==> src/rtl/ola_ram.sv <==
// Generic single-port-write, registered-read RAM.
`timescale 1ns / 1ps

module ola_ram #(
  parameter int WIDTH = 8,
  parameter int DEPTH = 8
) (
  input  logic                                         clk,
  input  logic                                         we,
  input  logic [((DEPTH > 1) ? $clog2(DEPTH) : 1)-1:0] waddr,
  input  logic [WIDTH-1:0]                             wdata,
  input  logic [((DEPTH > 1) ? $clog2(DEPTH) : 1)-1:0] raddr,
  output logic [WIDTH-1:0]                             rdata
);

  logic [WIDTH-1:0] mem [DEPTH];

  always_ff @(posedge clk) begin
    if (we) begin
      mem[waddr] <= wdata;
    end
    rdata <= mem[raddr];
  end

endmodule

==> config.mk <==
export PLATFORM = sky130hd
export DESIGN_NAME = ola_ram
export DESIGN_NICKNAME = d
export VERILOG_FILES = /design/src/rtl/ola_ram.sv
export SDC_FILE = /design/constraint.sdc
export NUM_CORES = 1
export LEC_CHECK = 0
export ABC_AREA = 1
export BUFFER_PORTS_ARGS = -buffer_cell sky130_fd_sc_hd__buf_2
export CAP_MARGIN = 0
export CORE_UTILIZATION = 63
export DETAILED_ROUTE_END_ITERATION = 6
export PLACE_DENSITY_LB_ADDON = 0.1
export SLEW_MARGIN = 25
export SYNTH_ARGS = -nofsm -noshare
export SYNTH_HDL_FRONTEND = slang
export SYNTH_SLANG_ARGS = --single-unit
==> constraint.sdc <==
create_clock -name clk -period 1.6 [get_ports clk]
set_clock_uncertainty 0.2 [all_clocks]
set_input_delay 0 -clock clk [delete_from_list [all_inputs] [get_ports clk]]
set_output_delay 0 -clock clk [all_outputs]
set_load 0.1 [all_outputs]
# == Word-level counts from Yosys, hierarchy flattened ==
# Memories as Yosys holds them, arrays and structs flattened. A register that Yosys moved wholly into a read port is not among the register bits.
# Cells that the tools add are included.
# totals
ff_bits,0
out_inout_bits,8
ram_bits,64
mem_count,1
# memory_table
memory,depth,width,read_ports,rd_clocked_by_memory_dff,wr,line_no,text
mem,8,8,1,1,1,16,logic [WIDTH-1:0] mem [DEPTH];
# op_classes
mux,2
# ops
cell,count
two-way mux 1 bit,2

# == Longest topological paths before layout ==
# logic_depth
depth_word,2
depth_mapped,8

# == Least setup slack after synthesis ==
# No wires, ideal clock.
# synth_path
kind,register to output
start,register rdata[0] (read register of mem)
end,output port rdata[0]
stages_incl_launch_ff,1
t_arrival_ps,909
n_path_buf,0
slack_ps,491
cell_sequence,dfxtp_1
# synth_rtl
element,line_no,text
start: declaration,13,output logic [WIDTH-1:0] rdata
# No word-level cell between the ends.

# == Worst setup path in the final report ==
# layout_path
start,register rdata[7] (read register of mem)
end,output port rdata[7]
# No word-level cell between the ends.

==> impl_metrics.yaml <==
worst_setup_path:
  crit_type: "flip-flop to output pin"
  cp_data_required_time_ps: 1400
  max_stage_delay_ps: 430
  worst_r2r_path_depth: 6
  reg2reg_setup_slack_ps: 550
  cp_slowest_cell: "buf_2"
  path_buf_inv: 1
  endpoint_kind: "output pin"
  worst-path-max-fanout: 1
  cp_cell_sequence: "buf_2"
  reg2reg_from: "mem[0][6]"
  rr_endpoint: "rdata[6]"
  cpLargestDelayFamily: "buffers and inverters"
  cp.arrival_ps: 1100
  critPathLaunchType: "flip-flop"
die:
  dieArea_sq_um: 5120
  io-pin-count: 24
  die_w_microns: 71.6
  coreArea_sq_um: 4500
  num_rows: 24
  initial_core_util_pct: 67.7
  dieHeight_microns: 71.6
sta:
  slew_headroom_pct: 67.3
  setup_violations: 0
  drv_slew: 0
  period_share_pct: 81.5
  setup_tns_ps: 0
  hold_violations: 0
  rsz0062_at_grt: "false"
  fin_crit_ps: 1300
  max_freq_mhz: 767
  tightest_slew_ps: 493
logic_synthesis:
  postSynthCellCount: 303
  ys_seq_area_share_pct: 68.3
  syn_nets: 319
  ys_types: 11
  ys_warn_count: 0
  synth_mux_area_share_pct: 0
  synth-simple-area-share_pct: 19.8
  synthXorXnorAreaFrac_pct: 0
  ys_ff_latch: 72
  synth_top_family_by_area: "simple AND/OR/NAND/NOR gates"
  synth_compound_area_share_pct: 0
  syn_avg_cell_area_sq_um: 10.1
  syn_area_sq_um: 3050
  yosys.area_share.adder_pct: 0
hold_path:
  whs_endpoint: "rdata[3]"
  holdPathStages: 7
  hold_path.class: "primary input to flip-flop"
  worstHoldStart: "raddr[0]"
power:
  pwr-share-comb_pct: 11.5
  p_int_mw: 2.88
  vdd_drop_max_uv: 834
  clkPwrFrac_pct: 32.7
  leakagePower_nw: 1.66
  power.density_nw_per_um2: 1100
  p_sw_mw: 0.947
  seq_power_share_pct: 55.9
  swShare_pct: 24.7
job:
  maxCapViolCount: 0
placed_design:
  dp_hpwl_mm: 3.43
  gp_congestion: 0.757
  placed_cells: 377
  place.port_buffers: 23
final_layout:
  final.fill_count: 321
  syn_to_final_growth_pct: 13.9
  insertedDiodeCount: 0
  final_cells: 403
  fin_nets: 362
  drive_above_1_share_pct: 13.1
routing:
  ant_nets: 0
  dr_total_vias: 1980
  drc: 0
  drt_pass1_iterations: 4
  wire_per_inst_microns: 14.5
  via_per_inst: 4.91
  drtIter0Drc: 124
  routed_wl_mm: 5.84
run_status:
  outcome: "completed"
cts:
  cts_buffer_depth: 2
  clkSlewWorstSetupHoldPaths_ps: 70
  ctsHtreeMaxLevel: 3
  clock-root-buffer: "clkbuf_8"
  cts_buffers: 9
  clock_latency_ps: 330
  cts_setup_buffers: 0
  clock_sinks: 72
  cts_tree: "yes"
global_routing:
  grt_max_degree: 33
  grt_util_all_layers_pct: 25.5
  overflow: 0
  grt_pass1_wl_mm: 9.22
  antenna_found_initial: 0
  grt_pass1_vias: 1930
how the worst max path moves through the flow:
stage | startpoint | end | slack [ps] | cells past startpoint
floorplan | rdata[0] | rdata[0] | 490 | 0
global placement | raddr[0] | rdata[4] | 520 | 7
detailed placement | raddr[0] | rdata[6] | 440 | 7
CTS | rdata[7] | rdata[7] | 280 | 1
global route | raddr[1] | rdata[4] | 260 | 7
finish | rdata[7] | rdata[7] | 300 | 1
metrics by stage:
| step | util [%] | total power [mW] | worst slack (ps) | cell area (sq um) | hold WS [ps] |
|---|---|---|---|---|---|
| floorplan | - | 2.50 | 491 | 3050 | -101 |
| global placement | 71.2 | 2.59 | 521 | 3210 | 72.7 |
| detailed placement | 71.2 | 2.60 | 440 | 3210 | 79.3 |
| CTS | 77.2 | 3.83 | 285 | 3480 | 38.7 |
| global route | 77.2 | 3.94 | 261 | 3480 | 51.7 |
| finish | 77.2 | 3.83 | 296 | 3480 | 45.4 |
placed cells by master, fill, tap and decap left out:
| cell type | Yosys | layout |
|---|---|---|
| nand2_1 | 110 | 110 |
| inv_1 | 68 | 68 |
| edfxtp_1 | 64 | 64 |
| nand3_1 | 32 | 32 |
| buf_2 | 2 | 23 |
| clkbuf_8 | 0 | 11 |
| dlygate4sd3_1 | 0 | 10 |
| buf_4 | 3 | 10 |
| nor2_1 | 8 | 8 |
| dfxtp_1 | 8 | 8 |
| clkbuf_1 | 0 | 5 |
| inv_4 | 1 | 1 |
| inv_2 | 1 | 1 |
metal layers:
layer	routed length (microns)	share of wire (%)	GRT usage, %
met1	2530	43	32.6
met5	0	0	0
met4	113	1.9	12.2
met2	2960	51	42.4
met3	241	4.1	5.20
tightest hold or removal path, stage by stage:
cell	delay, ps
buf_2	110
inv_4	130
nand2_1	100
nand3_1	60
nand2_1	50
nand2_1	40
nand2_1	50
state kept, by name, indices dropped and copies added (netlist names):
name   flops
rdata      8
mem       64
power by group through the flow:
stage | sequential [mW] | clock (mW) | combinational (mW)
CTS | 2.14 | 1.26 | 0.438
global route | 2.14 | 1.33 | 0.472
floorplan | 2.33 | 0 | 0.168
finish | 2.14 | 1.25 | 0.438
detailed placement | 2.18 | 0 | 0.417
global placement | 2.18 | 0 | 0.408
kinds of logic after synthesis:
family                 Yosys count
AND/OR/NAND/NOR                150
flip-flops                      72
buffers and inverters           81
layout make-up:
cell class / count / area [sq um] / share of cell area (%)
flip-flops and latches: 72 / 2080 / 59.9
repair buffers: 43 / 290 / 8.35
clock buffers: 16 / 170 / 4.90
multi-input cells: 150 / 603 / 17.4
well taps: 52 / 65.1 / 1.87
inverters: 70 / 265 / 7.63
Yosys cell counts:
cell	count	area (sq um)
nand3_1	32	160
nand2_1	110	413
nor2_1	8	30.0
buf_4	3	22.5
inv_2	1	3.75
buf_6	6	67.6
edfxtp_1	64	1920
dfxtp_1	8	160
inv_4	1	6.26
buf_2	2	10.0
inv_1	68	255
timing repair:
item	CTS	global route
hold endpoints to repair	72	0
hold buffers	10	0
gates resized for setup	0	0
Power figures use the tool's default switching activity.
